[src/design/dpp_pkg.sv]
// ----------------------------------------------------------------------------
// dpp_pkg
// Types, codes and helpers shared by the derivation path parser modules.
// ----------------------------------------------------------------------------
package dpp_pkg;

  localparam int MaxPathDepthDefault = 255;
  localparam logic [7:0] MaxDepthReset = 8'd10;

  localparam logic [7:0] CH_NUL   = 8'h00;
  localparam logic [7:0] CH_M     = 8'h6d;
  localparam logic [7:0] CH_SLASH = 8'h2f;
  localparam logic [7:0] CH_APOS  = 8'h27;
  localparam logic [7:0] CH_H     = 8'h68;
  localparam logic [7:0] CH_0     = 8'h30;
  localparam logic [7:0] CH_9     = 8'h39;

  localparam logic [2:0] PH_START      = 3'd0;
  localparam logic [2:0] PH_AFTER_M    = 3'd1;
  localparam logic [2:0] PH_COMP_START = 3'd2;
  localparam logic [2:0] PH_DIGITS     = 3'd3;
  localparam logic [2:0] PH_SUFFIX     = 3'd4;
  localparam logic [2:0] PH_ERROR      = 3'd5;

  typedef struct packed {
    logic [31:0] component_value;
    logic [7:0]  component_index;
    logic        is_status;
    logic        path_ok;
    logic [7:0]  path_depth;
    logic        last_of_run;
  } dpp_result_t;

  typedef struct packed {
    logic        push0;
    logic        push1;
    dpp_result_t r0;
    dpp_result_t r1;
  } dpp_push_t;

  function automatic dpp_result_t make_comp(logic [31:0] value, logic [7:0] index,
                                            logic last);
    dpp_result_t r;
    r.component_value = value;
    r.component_index = index;
    r.is_status       = 1'b0;
    r.path_ok         = 1'b0;
    r.path_depth      = 8'd0;
    r.last_of_run     = last;
    return r;
  endfunction

  function automatic dpp_result_t make_status(logic ok, logic [7:0] depth);
    dpp_result_t r;
    r.component_value = 32'd0;
    r.component_index = 8'd0;
    r.is_status       = 1'b1;
    r.path_ok         = ok;
    r.path_depth      = ok ? depth : 8'd0;
    r.last_of_run     = 1'b1;
    return r;
  endfunction

endpackage

[src/design/dpp_parser.sv]
// ----------------------------------------------------------------------------
// dpp_parser
// Parse state and one-character step; emits up to two results per character.
// ----------------------------------------------------------------------------
module dpp_parser #(
  parameter int MAX_PATH_DEPTH = dpp_pkg::MaxPathDepthDefault
) (
  input  logic                clk,
  input  logic                rst,
  input  logic                advance,
  input  logic [7:0]          ch,
  input  logic [7:0]          depth_setting,
  output dpp_pkg::dpp_push_t  push
);

  localparam logic [7:0] DepthCap = 8'(MAX_PATH_DEPTH);

  logic [2:0]  phase, phase_next;
  logic [30:0] acc, acc_next;
  logic        first_zero, first_zero_next;
  logic [7:0]  count, count_next;

  logic        digit;
  logic [3:0]  d;
  logic [7:0]  limit;
  logic        fin_ok;
  logic [31:0] comp_word;
  logic [34:0] nv;

  assign digit     = (ch >= dpp_pkg::CH_0) && (ch <= dpp_pkg::CH_9);
  assign d         = digit ? 4'(ch - dpp_pkg::CH_0) : 4'd0;
  assign limit     = (depth_setting < DepthCap) ? depth_setting : DepthCap;
  assign fin_ok    = count < limit;
  assign comp_word = {phase == dpp_pkg::PH_SUFFIX, acc};
  assign nv        = 35'({acc, 3'b000}) + 35'({acc, 1'b0}) + 35'(d);

  always_comb begin
    phase_next      = phase;
    acc_next        = acc;
    first_zero_next = first_zero;
    count_next      = count;
    push            = '0;
    if (ch == dpp_pkg::CH_NUL) begin
      push.push0 = 1'b1;
      case (phase)
        dpp_pkg::PH_AFTER_M: begin
          push.r0 = dpp_pkg::make_status(1'b1, count);
        end
        dpp_pkg::PH_DIGITS, dpp_pkg::PH_SUFFIX: begin
          if (fin_ok) begin
            push.push1 = 1'b1;
            push.r0    = dpp_pkg::make_comp(comp_word, count, 1'b0);
            push.r1    = dpp_pkg::make_status(1'b1, count + 8'd1);
          end else begin
            push.r0 = dpp_pkg::make_status(1'b0, 8'd0);
          end
        end
        default: begin
          push.r0 = dpp_pkg::make_status(1'b0, 8'd0);
        end
      endcase
      phase_next      = dpp_pkg::PH_START;
      acc_next        = '0;
      first_zero_next = 1'b0;
      count_next      = '0;
    end else begin
      case (phase)
        dpp_pkg::PH_START, dpp_pkg::PH_COMP_START: begin
          if (phase == dpp_pkg::PH_START && ch == dpp_pkg::CH_M) begin
            phase_next = dpp_pkg::PH_AFTER_M;
          end else if (digit) begin
            acc_next        = 31'(d);
            first_zero_next = (d == 4'd0);
            phase_next      = dpp_pkg::PH_DIGITS;
          end else begin
            phase_next = dpp_pkg::PH_ERROR;
          end
        end
        dpp_pkg::PH_AFTER_M: begin
          phase_next = (ch == dpp_pkg::CH_SLASH) ? dpp_pkg::PH_COMP_START
                                                 : dpp_pkg::PH_ERROR;
        end
        dpp_pkg::PH_DIGITS, dpp_pkg::PH_SUFFIX: begin
          if (digit && phase == dpp_pkg::PH_DIGITS) begin
            if (first_zero || nv[34:31] != 4'd0) begin
              phase_next = dpp_pkg::PH_ERROR;
            end else begin
              acc_next = nv[30:0];
            end
          end else if ((ch == dpp_pkg::CH_APOS || ch == dpp_pkg::CH_H) &&
                       phase == dpp_pkg::PH_DIGITS) begin
            phase_next = dpp_pkg::PH_SUFFIX;
          end else if (ch == dpp_pkg::CH_SLASH) begin
            if (fin_ok) begin
              push.push0 = 1'b1;
              push.r0    = dpp_pkg::make_comp(comp_word, count, 1'b1);
              count_next = count + 8'd1;
              phase_next = dpp_pkg::PH_COMP_START;
            end else begin
              phase_next = dpp_pkg::PH_ERROR;
            end
          end else begin
            phase_next = dpp_pkg::PH_ERROR;
          end
        end
        default: begin
          phase_next = dpp_pkg::PH_ERROR;
        end
      endcase
    end
  end

  always_ff @(posedge clk) begin
    if (rst) begin
      phase      <= dpp_pkg::PH_START;
      acc        <= '0;
      first_zero <= 1'b0;
      count      <= '0;
    end else if (advance) begin
      phase      <= phase_next;
      acc        <= acc_next;
      first_zero <= first_zero_next;
      count      <= count_next;
    end
  end

endmodule

[src/design/dpp_out_queue.sv]
// ----------------------------------------------------------------------------
// dpp_out_queue
// Four-entry result queue taking up to two results per cycle, one out.
// ----------------------------------------------------------------------------
module dpp_out_queue (
  input  logic                  clk,
  input  logic                  rst,
  input  dpp_pkg::dpp_push_t    push,
  output logic                  room,
  output logic                  out_valid,
  input  logic                  out_ready,
  output dpp_pkg::dpp_result_t  head_data
);

  dpp_pkg::dpp_result_t entries [4];
  logic [1:0] head, tail;
  logic [2:0] count;
  logic       pop;

  assign out_valid = count != 3'd0;
  assign pop       = out_valid && out_ready;
  assign room      = count <= 3'd2;
  assign head_data = entries[head];

  always_ff @(posedge clk) begin
    if (push.push0) begin
      entries[tail] <= push.r0;
    end
    if (push.push1) begin
      entries[tail + 2'd1] <= push.r1;
    end
  end

  always_ff @(posedge clk) begin
    if (rst) begin
      head  <= '0;
      tail  <= '0;
      count <= '0;
    end else begin
      head  <= head + 2'(pop);
      tail  <= tail + 2'(push.push0) + 2'(push.push1);
      count <= count - 3'(pop) + 3'(push.push0) + 3'(push.push1);
    end
  end

endmodule

[src/design/derivation_path_parser.sv]
// ----------------------------------------------------------------------------
// derivation_path_parser
// Streams a key derivation path one character at a time and returns each
// component word, then an ok/reject status with the depth when ok.
// ----------------------------------------------------------------------------
//  channel   handshake              payload
//  input     in_valid / in_ready    character
//  output    out_valid / out_ready  component_value, component_index,
//                                   is_status, path_ok, path_depth, last_of_run
//  config    cfg_wr_en              cfg_wr_data (depth limit)
//
//  one character per cycle sustained while the result queue has room; each
//  result goes through the input register, then the parse step into the queue
//  the end character yields the final component and status, or status alone
//  rst is synchronous and clears parse state, queue and the depth limit (to 10)
//  a stalled output holds results in a four-entry queue; input stalls once
//  more than two results are waiting
// ----------------------------------------------------------------------------
module derivation_path_parser #(
  parameter int MAX_PATH_DEPTH = dpp_pkg::MaxPathDepthDefault
) (
  input  logic        clk,
  input  logic        rst,
  input  logic        cfg_wr_en,
  input  logic [7:0]  cfg_wr_data,
  input  logic        in_valid,
  output logic        in_ready,
  input  logic [7:0]  character,
  output logic        out_valid,
  input  logic        out_ready,
  output logic [31:0] component_value,
  output logic [7:0]  component_index,
  output logic        is_status,
  output logic        path_ok,
  output logic [7:0]  path_depth,
  output logic        last_of_run
);

  logic [7:0]           depth_setting;
  logic                 held_valid;
  logic [7:0]           held_char;
  logic                 room;
  logic                 advance;
  dpp_pkg::dpp_push_t   step_push;
  dpp_pkg::dpp_push_t   queue_push;
  dpp_pkg::dpp_result_t head_data;

  assign advance  = held_valid && room;
  assign in_ready = !held_valid || room;

  always_ff @(posedge clk) begin
    if (rst) begin
      depth_setting <= dpp_pkg::MaxDepthReset;
    end else if (cfg_wr_en) begin
      depth_setting <= cfg_wr_data;
    end
  end

  always_ff @(posedge clk) begin
    if (rst) begin
      held_valid <= 1'b0;
    end else if (in_ready) begin
      held_valid <= in_valid;
    end
  end

  always_ff @(posedge clk) begin
    if (in_valid && in_ready) begin
      held_char <= character;
    end
  end

  dpp_parser #(
    .MAX_PATH_DEPTH (MAX_PATH_DEPTH)
  ) u_parser (
    .clk           (clk),
    .rst           (rst),
    .advance       (advance),
    .ch            (held_char),
    .depth_setting (depth_setting),
    .push          (step_push)
  );

  always_comb begin
    queue_push       = step_push;
    queue_push.push0 = step_push.push0 && advance;
    queue_push.push1 = step_push.push1 && advance;
  end

  dpp_out_queue u_queue (
    .clk       (clk),
    .rst       (rst),
    .push      (queue_push),
    .room      (room),
    .out_valid (out_valid),
    .out_ready (out_ready),
    .head_data (head_data)
  );

  assign component_value = head_data.component_value;
  assign component_index = head_data.component_index;
  assign is_status       = head_data.is_status;
  assign path_ok         = head_data.path_ok;
  assign path_depth      = head_data.path_depth;
  assign last_of_run     = head_data.last_of_run;

endmodule

[config.mk]
export PLATFORM = sky130hd
export DESIGN_NAME = derivation_path_parser
export DESIGN_NICKNAME = d
export VERILOG_FILES = /design/src/design/dpp_pkg.sv /design/src/design/dpp_parser.sv /design/src/design/dpp_out_queue.sv /design/src/design/derivation_path_parser.sv
export SDC_FILE = /design/constraint.sdc
export NUM_CORES = 1
export LEC_CHECK = 0
export BUFFER_PORTS_ARGS = -buffer_cell sky130_fd_sc_hd__buf_2
export CAP_MARGIN = 20
export CORE_ASPECT_RATIO = 0.9
export CORE_UTILIZATION = 55
export DETAILED_ROUTE_END_ITERATION = 10
export PLACE_DENSITY = 0.73
export SETUP_SLACK_MARGIN = 0.4
export SKIP_CTS_REPAIR_TIMING = 1
export SLEW_MARGIN = 20
export SYNTH_ARGS = -nofsm -noshare
export SYNTH_HDL_FRONTEND = slang
export SYNTH_SLANG_ARGS = --single-unit
[constraint.sdc]
create_clock -name clk -period 5.6 [get_ports clk]
set_clock_uncertainty 0.1 [all_clocks]
set_input_delay 0.56 -clock clk [delete_from_list [all_inputs] [get_ports clk]]
set_output_delay 0.56 -clock clk [all_outputs]
set_load 0.02 [all_outputs]
# Yosys cells after proc, flatten, opt, wreduce, memory -nomap -nowiden

Memory sizes are Yosys's and may differ from the RTL's. A register that Yosys moved wholly into a read port is not among the register bits.
Index checks and enable logic that the tools add are counted.

Bits in writable memories: 204
Memories: 1
Bits of input ports: 21
Register bits after elaboration: 67
Word-level logic and storage cells: 125
Output and inout port bits: 53

Memories:

| memory          | depth | bits a word | read ports | clocked after Yosys merged registers in | wr ports | RTL line            | text |
|---|---|---|---|---|---|---|---|
| u_queue.entries | 4     | 51          | 1          | 1                                       | 2        | dpp_out_queue.sv:15 | `dpp_pkg::dpp_result_t entries [4];` |

Reduce and logical (&&, ||, !) cells: 30
Add/subtract/negate cells: 11
Equality and inequality tests: 16
Order comparisons: 5
Multiplexer cells: 52

Operators by type and width:

| kind                                                                                 | number |
|---|---|
| 51-bit two-way mux                                                                   | 7 |
| 31-bit two-way mux                                                                   | 5 |
| 51-bit one-hot mux with 2 select lines                                               | 1 |
| 31-bit one-hot mux with 2 select lines                                               | 1 |
| 8-bit two-way mux                                                                    | 7 |
| 34-bit by 32-bit adder with 35-bit output                                            | 1 |
| 35-bit by 4-bit adder with 35-bit output                                             | 1 |
| 11-bit two-way mux                                                                   | 3 |
| 3-bit two-way mux                                                                    | 9 |
| 8-bit by 6-bit == test with 1-bit output (second input constant)                     | 2 |
| 8-bit by 7-bit == test with 1-bit output (second input constant)                     | 2 |
| 1-bit two-way mux                                                                    | 16 |
| 6-bit AND reduction                                                                  | 2 |
| 2-bit nonzero test                                                                   | 5 |
| 1-bit logical AND                                                                    | 9 |
| 3-bit one-hot mux with 3 select lines                                                | 1 |
| 8-bit by 1-bit adder with 8-bit output (second input constant)                       | 1 |
| 8-bit by 6-bit greater-or-equal comparator with 1-bit output (second input constant) | 1 |
| 8-bit by 6-bit less-or-equal comparator with 1-bit output (second input constant)    | 1 |
| 8-bit logical NOT                                                                    | 1 |
| 8-bit < comparator                                                                   | 1 |
| 8-bit < comparator (second input constant)                                           | 1 |
| 2-bit by 1-bit adder with 2-bit output                                               | 3 |
| 3-bit by 1-bit adder with 3-bit output                                               | 2 |
| other kinds (22)                                                                     | 31 |

# Depth between registers and ports, before layout

Gate-level depths: netlist of run 1.

Depth in word-level cells: 12
Depth in mapped cells: 19
Depth with buffers taken out: 17

# Hierarchy

Synthesis of run 1 repeated with hierarchy kept, for this count alone.

Cell total of the unflattened synthesis: 1274
Area total of the unflattened synthesis: 16049.1 um2

By module, submodules not included:

| module                 | instances | sequential area each (um2) | area an instance (um2) | cells an instance |
|---|---|---|---|---|
| dpp_out_queue          | 1         | 6266.0                     | 10166.0                | 535 |
| dpp_parser             | 1         | 860.8                      | 5288.8                 | 697 |
| derivation_path_parser | 1         | 420.4                      | 594.3                  | 42 |

# Least setup slack after synthesis of run 1

No wires, ideal clock.

Kind: register to register
Start: register held_char[7]
End: register u_parser.acc[11]
Library setup time: 0.118 ns
Slack: 1.488 ns
Stages on the path, launching flop included: 19
Path buffers: 2
Period minus slack after synthesis: 4.112 ns
Data arrival time: 3.893 ns
Required time: 5.382 ns
Cell sequence: edfxtp_1 > nor2_1 > and3_1 > clkbuf_1 > nand3_1 > xnor2_1 > ha_1 > a41o_1 > ha_1 > o21ai_0 > nor2_1 > o31ai_1 > a211oi_1 > or3_1 > a2111oi_4 > a21oi_2 > o21a_1 > buf_2 > o2bb2ai_1

Cells in the longest elaborated chain, start to end: 8
Elaborated cells on any way between the ends: 21
Those cells by class: 1 x add/sub; 2 x order compare; 5 x eq/ne; 5 x mux; 8 x reduce/logical

Ends and longest elaborated chain:

| item                                                                                                                                             | RTL line                           | text |
|---|---|---|
| start, declared                                                                                                                                  | derivation_path_parser.sv:41       | `logic [7:0] held_char;` |
| start signal, assigned                                                                                                                           | derivation_path_parser.sv:69       | `held_char <= character;` |
| 8-bit by 6-bit greater-or-equal comparator with 1-bit output / 8-bit by 6-bit less-or-equal comparator with 1-bit output (equally long branches) | dpp_parser.sv:30                   | `assign digit = (ch >= dpp_pkg::CH_0) && (ch <= dpp_pkg::CH_9);` |
| 1-bit logical AND                                                                                                                                | dpp_parser.sv:30                   |  |
| 4-bit two-way mux                                                                                                                                | dpp_parser.sv:31                   | `assign d = digit ? 4'(ch - dpp_pkg::CH_0) : 4'd0;` |
| 35-bit by 4-bit adder with 35-bit output                                                                                                         | dpp_parser.sv:35                   | `assign nv = 35'({acc, 3'b000}) + 35'({acc, 1'b0}) + 35'(d);` |
| 4-bit nonzero test / 31-bit two-way mux (equally long branches)                                                                                  | dpp_parser.sv:85                   | `if (first_zero \|\| nv[34:31] != 4'd0) begin` |
| 1-bit logical OR / 31-bit two-way mux (equally long branches)                                                                                    | dpp_parser.sv:85, dpp_parser.sv:84 |  |
| 3-bit by 2-bit != test with 1-bit output (no line) / 31-bit one-hot mux with 2 select lines (equally long branches)                              | --                                 |  |
| 6-bit AND reduction (no line) / 31-bit two-way mux (equally long branches)                                                                       | --                                 |  |
| end signal, assigned                                                                                                                             | dpp_parser.sv:121                  | `acc <= acc_next;` |
| end, declared                                                                                                                                    | dpp_parser.sv:19                   | `logic [30:0] acc, acc_next;` |

Parallel ways exist; a longest one is shown, timed or not. The select of a mux whose other input is x is not followed.
A chain may end at the register's enable or synchronous reset.

# Worst setup path after layout of run 1

Start: register held_char[7]
End: register u_parser.acc[28]

The elaborated chain is that of the path after synthesis.

==> impl_metrics.ini, run 1 <==
[status]
outcome = finished clean

[grt]
antenna_found_initial = 0
grt-ovfl-total = 0
grtUsageTotal_pct = 30.3
grt_pass1_wl_mm = 63.1
grt_start_max_net_pins = 157
grt_pass1_vias = 11800

[pwr]
power_density_nw_per_um2 = 288
p_leak_nw = 5.86
p_sw_share_pct = 25.2
combPwrFrac_pct = 10.2
p_int_w = 0.00338
pwr-share-seq_pct = 46.7
clkPwrFrac_pct = 43.1
ir_worst_vdd_mv = 0.266
p_sw_w = 0.00114
total_power_w = 0.00451

[sta]
setup_violations = 0
finalCritPeriodShare_pct = 81.8
period_needed_ns = 4.58
worst_pin_slew_ns = 0.934
setup_tns_ns = 0
holdWs_ns = 0.0869
rsz0062_at_grt = no
finalHoldViolCount = 0
max_clock_freq_mhz = 218
slew_headroom_pct = 37.3
setup_slack_ns = 1.02
drv_slew = 0

[critical_path]
crit_type = flop to flop
critPathMaxFanout = 14
ff2ff_path_depth = 16
reg2reg_from = held_char[7]$_DFFE_PP_
endpoint = u_parser.acc[28]$_SDFFE_PP0P_
critPathMaxStageDelay_ns = 0.54
crit_arrival_ns = 4.96
worst_setup_path_end_kind = flop
rr_endpoint = u_parser.acc[28]$_SDFFE_PP0P_
slowest_stage = o21a_1
crit_path_start_kind = flop
crit_chain = nor2_1, and3_1, nand3_1, xnor2_1, ha_1, a41o_1, ha_1, o21ai_0, nor2_1, o31ai_1, nand2_1, a41oi_1, xor2_1, o21bai_1, o21a_1, o2bb2ai_1
startpoint = held_char[7]$_DFFE_PP_
r2r_slack_ns = 1.02
required_ns = 5.98

[cts]
htree_num_levels = 1
cts_buffers = 29
cts_buffer_depth = 3
cts_sinks = 271
cts_root_buf = clkbuf_16
cts_tree = done
clkLatencyLatePin_ns = 0.56
cts.clk_slew.worst_paths_ns = 0.06

[synth]
synth_fp_nets = 1689
synth-seq-cells = 271
seq_area_frac_synth_pct = 41.8
synth_warnings = 0
synth_area_um2 = 14200
synth_edf_count = 52
synth_area_leaders = dfxtp_1 31%, edfxtp_1 11%, mux4_2 8.1%
synthArstFlopShare_pct = 0
synth.avg_cell_area_um2 = 8.94
synth.top_cell.area_share_pct = 30.8
ys.flop_type = dfxtp_1
yosys.cell_types.count = 71
synthCells = 1591
yosys.area.top_type = dfxtp_1

[die]
fp-row-count = 55
initial_core_util_pct = 56.3
io_pins = 74
die_h_um = 155
die-area_um2 = 26500
die_w_um = 171
coreArea_um2 = 25300

[routing]
wl_per_cell_um = 20.6
detail_route.iter0.violations = 1588
drt-total-wl_mm = 40.0
vias = 12400
drtPass1Iterations = 7
vias_per_cell = 6.36
drc_errors = 0
final_antenna_net_count = 0

[finish]
drive_above_1_share_pct = 13.7
diodes = 0
syn_to_final_growth_pct = 10.1
fin_nets = 1678

[place]
portBuffers = 73
dp_hpwl_mm = 25.2
gp_congestion = 0.953
dp_slack_ns = 1.15

[worst_hold_path]
min_path_cells = 1
hold_class = input pin to flop

[job]
drv_cap = 0
## through the flow
stage | area [um^2] | utilization, % | std cells
3_3_place_gp | 14700 | 58.1 | 1891
4_1_cts | 15600 | 61.9 | 1943
3_5_place_dp | 14700 | 58.1 | 1891
6_report | 15600 | 62.0 | 1943
2_1_floorplan | 14200 | - | 1591
5_1_grt | 15600 | 62.0 | 1943
## power by group through the flow
stage,clock network (W),registers (W),logic (W)
2_1_floorplan,0,0.00207,0.000411
3_3_place_gp,0,0.00215,0.000460
3_5_place_dp,0,0.00215,0.000464
4_1_cts,0.00196,0.00211,0.000466
5_1_grt,0.00203,0.00212,0.000499
6_report,0.00194,0.00211,0.000460
## how the worst min path moves through the flow
stage	endpoint	slack, ns	from
floorplan	u_queue.entries[2][50]$_SDFFE_PP0P_	0.33	u_queue.entries[2][50]$_SDFFE_PP0P_
global placement	u_queue.entries[1][50]$_SDFFE_PP0P_	0.34	u_queue.entries[1][50]$_SDFFE_PP0P_
detailed placement	u_queue.entries[3][20]$_SDFFE_PP0P_	0.34	u_queue.entries[3][20]$_SDFFE_PP0P_
CTS	held_char[5]$_DFFE_PP_	0.07	character[5]
global route	held_char[6]$_DFFE_PP_	0.08	character[6]
finish	held_char[5]$_DFFE_PP_	0.09	character[5]
## logic make-up (layout without fill, tap and decap cells)
family,Yosys count,count (layout),share of synthesized area [%]
multiplexers,66,66,9.14
buffers and inverters,161,171,4.61
flip-flops,271,271,41.8
adder cells (fa/ha/maj),77,77,6.99
AND/OR/NAND/NOR,586,586,18.9
AO/OA/AOI/OAI,394,394,16.3
XOR/XNOR,36,36,2.22
## cell usage in the layout (no fill, tap or decap), types with 10 or more instances in the layout
| cell type | netlist | layout |
|---|---|---|
| nand4_1 | 10 | 10 |
| o22ai_1 | 16 | 16 |
| ha_1 | 73 | 73 |
| xor2_1 | 22 | 22 |
| o21ai_0 | 55 | 55 |
| clkbuf_16 | 0 | 30 |
| a21o_1 | 10 | 10 |
| a21oi_1 | 224 | 224 |
| xnor2_1 | 14 | 14 |
| edfxtp_1 | 52 | 52 |
| mux4_2 | 51 | 51 |
| buf_4 | 0 | 17 |
| mux2i_1 | 14 | 14 |
| o2bb2ai_1 | 15 | 15 |
| dfxtp_1 | 219 | 217 |
| nand2_1 | 238 | 238 |
| inv_1 | 27 | 27 |
| nand2b_1 | 12 | 12 |
| nor2_1 | 69 | 62 |
| buf_2 | 34 | 73 |
| nor3_1 | 17 | 16 |
| nand3_1 | 184 | 183 |
## layout make-up
cell class	instances	area (um^2)
Fill cell	2146	9610
Multi-Input combinational cell	1159	7670
Sequential cell	271	5950
Clock buffer	44	893
Timing Repair Buffer	91	513
Tap cell	342	428
Inverter	28	105
Clock inverter	8	85.1
## metal layers
| layer | wire length [um] | vias up | global-route usage, % |
|---|---|---|---|
| li1 | - | 5715 | - |
| met1 | 17200 | 5953 | 43.2 |
| met2 | 17900 | 612 | 46.7 |
| met3 | 3890 | 81 | 5.76 |
| met4 | 1010 | 0 | 8.50 |
| met5 | 0 | - | 0 |
## registers in the layout, summed over array words and instances, names as in the netlist
| register | count |
|---|---|
| depth_setting | 8 |
| held_char | 8 |
| held_valid | 1 |
| u_parser.acc | 31 |
| u_parser.count | 8 |
| u_parser.first_zero | 1 |
| u_parser.phase | 3 |
| u_queue.count | 3 |
| u_queue.entries | 204 |
| u_queue.head | 2 |
| u_queue.tail | 2 |
## cell usage after synthesis, types with 5 or more instances
library cell / number
o211ai_1: 8
nand2b_1: 12
inv_1: 27
dfxtp_1: 219
ha_1: 73
mux4_2: 51
nor3_1: 17
nand3b_1: 6
nand3_1: 184
buf_1: 12
o21a_1: 6
nor4_1: 5
nor2b_1: 8
o2bb2ai_1: 15
o21ai_0: 55
buf_2: 34
and3_1: 8
clkbuf_1: 85
o31ai_1: 8
edfxtp_1: 52
nor2_1: 69
nand2_1: 238
nand4_1: 10
o21ai_1: 5
a21oi_1: 224
xnor2_1: 14
a21o_1: 10
a31oi_1: 6
mux2i_1: 14
and2_1: 9
xor2_1: 22
or2_2: 6
o22ai_1: 16
## critical path, delay by kind of cell, from the launching register on
kind	cells	cell delay, ns
adder cells (fa/ha/maj)	2	0.52
flip-flops	1	0.38
XOR/XNOR	2	0.34
AO/OA/AOI/OAI	7	2.24
AND/OR/NAND/NOR	5	0.92
(Power assumes the default switching activity.)
==> inputs of run 2 (changes only) <==
Settings changed: ABC_AREA set to 1.
Clock period 5.6 ns to 4.6 ns, I/O delays scaled along.
==> run 2 against run 1 <==
Net effect: via count up 14%; wire length up 3.8%; cell count grew 29%; highest routed layer unchanged; combinational power grew to 3.9 times the previous value; worst setup slack got worse by 0.24 ns; clock power increased by 19%; sequential share of layout area is 1.9 points lower; clock-buffer cell count decreased by 7.
==> impl_metrics.ini, run 2 <==
[place]
gp_congestion = 0.976
portBuffers = 73
dp_slack_ns = 0.434
dp_hpwl_mm = 25.6
post_dp_cell_area_um2 = 15300

[grt]
grtUsageTotal_pct = 29.7
grt_start_max_net_pins = 99
grt-ovfl-total = 0
antenna_found_initial = 0
grt_pass1_vias = 13000
grt_pass1_wl_mm = 66.4

[routing]
final_antenna_net_count = 0
wl_per_cell_um = 16.5
vias_per_cell = 5.59
drc_errors = 0
drtPass1Iterations = 5
detail_route.iter0.violations = 1326
drt-total-wl_mm = 41.6
vias = 14100

[sta]
setup_slack_ns = 0.776
finalCritPeriodShare_pct = 83.1
period_needed_ns = 3.82
worst_pin_slew_ns = 1.07
setup_tns_ns = 0
max_clock_freq_mhz = 262
rsz0062_at_grt = no
slew_headroom_pct = 28.5
finalHoldViolCount = 0
drv_slew = 0
setup_violations = 0

[synth]
synthTopCellsByCount = 440 x nor2_1, 334 x nand2_1, 243 x inv_1, 219 x dfxtp_1, 172 x o21ai_0
synth.avg_cell_area_um2 = 6.97
yosys.cell_types.count = 40
seq_area_frac_synth_pct = 40.3
synth_warnings = 0
yosys.area.top_type = dfxtp_1
synthArstFlopShare_pct = 0
synth_area_um2 = 14800
synth_area_leaders = dfxtp_1 30%, nor2_1 11%, edfxtp_1 11%
synthCells = 2118
ys.flop_type = dfxtp_1
synth.most_common_cell = nor2_1
synth-seq-cells = 271
synth_edf_count = 52
synth.top_cell.area_share_pct = 29.7
synth_fp_nets = 2216

[die]
io_pins = 74
die_w_um = 175
fp-row-count = 56
initial_core_util_pct = 56.4
die_h_um = 157
die-area_um2 = 27500
coreArea_um2 = 26200

[critical_path]
slowest_stage = edfxtp_1
crit_top_cell = nand2_1
crit_arrival_ns = 4.16
critPathMaxFanout = 10
worst_setup_path_end_kind = flop
required_ns = 4.93
crit_type = flop to flop
crit_path_start_kind = flop
critPathMaxStageDelay_ns = 0.37

[finish]
syn_to_final_growth_pct = 11.4
drive_above_1_share_pct = 8.72
largest_register = u_queue.entries
reg_top3 = u_queue.entries (204), u_parser.acc (31)
fin_util_pct = 62.8
diodes = 0
stdcell_area_um2 = 16500
final_common_cell = nor2_1
layout_common_cells = 438 x nor2_1, 325 x nand2_1, 241 x inv_1, 218 x dfxtp_1, 171 x o21ai_0
largest_register_ffs = 204
fin_nets = 2245

[job]
drv_cap = 0

[cts]
cts_buffers = 29
clkLatencyLatePin_ns = 0.56
cts_tree = done
cts.clk_slew.worst_paths_ns = 0.07
cts_root_buf = clkbuf_16
cts_sinks = 271
htree_num_levels = 1
cts_buffer_depth = 3

[worst_hold_path]
hold_class = input pin to flop

[pwr]
p_leak_nw = 8.30
ir_worst_vdd_mv = 0.328
power_density_nw_per_um2 = 404

[status]
outcome = finished clean
==> run 2: worst max-delay path: cells and delay by family (launching register included) <==
kind,cells,cell delay (ns)
XOR/XNOR,1,0.16
AND/OR/NAND/NOR,19,1.79
buffers and inverters,4,0.43
AO/OA/AOI/OAI,2,0.31
adder cells (fa/ha/maj),2,0.53
flip-flops,1,0.37
==> run 2: layer usage <==
metal  routed length [um]  vias up  global-route usage, %  share of wire [%]
met5                    0        -                      0                  0
met4                 1270        0                   11.1                3.1
met3                 3060       94                   3.89                7.4
met2                19200      544                   50.2                 46
met1                18000     6462                   38.8                 43
li1                     -     6965                      -                  -
==> run 2: per-stage QoR <==
step	instances	hold slack (ns)	total power, W
final	2516	0.0397	0.00664
after global routing	2516	0.0569	0.00693
after CTS	2502	-0.0437	0.00661
after detailed placement	2450	0.333	0.00433
after global placement	2449	0.330	0.00431
after floorplan	2118	0.321	0.00373
==> run 2: area by class of cell <==
cell class | instances | area (um^2)
Inverter | 254 | 953
Sequential cell | 271 | 5950
Multi-Input combinational cell | 1485 | 7490
Clock buffer | 37 | 786
Fill cell | 2407 | 9750
Tap cell | 348 | 435
Timing Repair Buffer | 106 | 696
Clock inverter | 15 | 143
==> run 2: worst paths after layout <==
check | from | to | slack [ns] | depth (start not counted)
worst max-delay path | held_char[6]$_DFFE_PP_ | u_parser.acc[16]$_SDFFE_PP0P_ | 0.78 | 28
worst min register to register | u_queue.entries[2][32]$_SDFFE_PP0P_ | u_queue.entries[2][32]$_SDFFE_PP0P_ | 0.34 | 2
worst max register to register | held_char[6]$_DFFE_PP_ | u_parser.acc[16]$_SDFFE_PP0P_ | 0.78 | 28
worst min-delay path | cfg_wr_data[0] | depth_setting[0]$_SDFFE_PP0P_ | 0.04 | 3
==> run 2: kinds of logic (layout without fill, tap and decap cells) <==
family	after synthesis	in the layout	share of synthesized area (%)
flip-flops	271	271	40.3
AO/OA/AOI/OAI	516	516	18.6
AND/OR/NAND/NOR	864	864	23.3
adder cells (fa/ha/maj)	77	77	6.73
XOR/XNOR	28	28	1.66
buffers and inverters	362	412	9.48
==> run 2: power breakdown <==
group	leakage (nW)	internal [W]	total [W]	switching (W)
clock network	0.449	0.00132	0.00230	0.000981
registers	2.19	0.00248	0.00253	0.0000540
logic	5.66	0.000539	0.00181	0.00127
total	8.30	0.00434	0.00664	0.00231
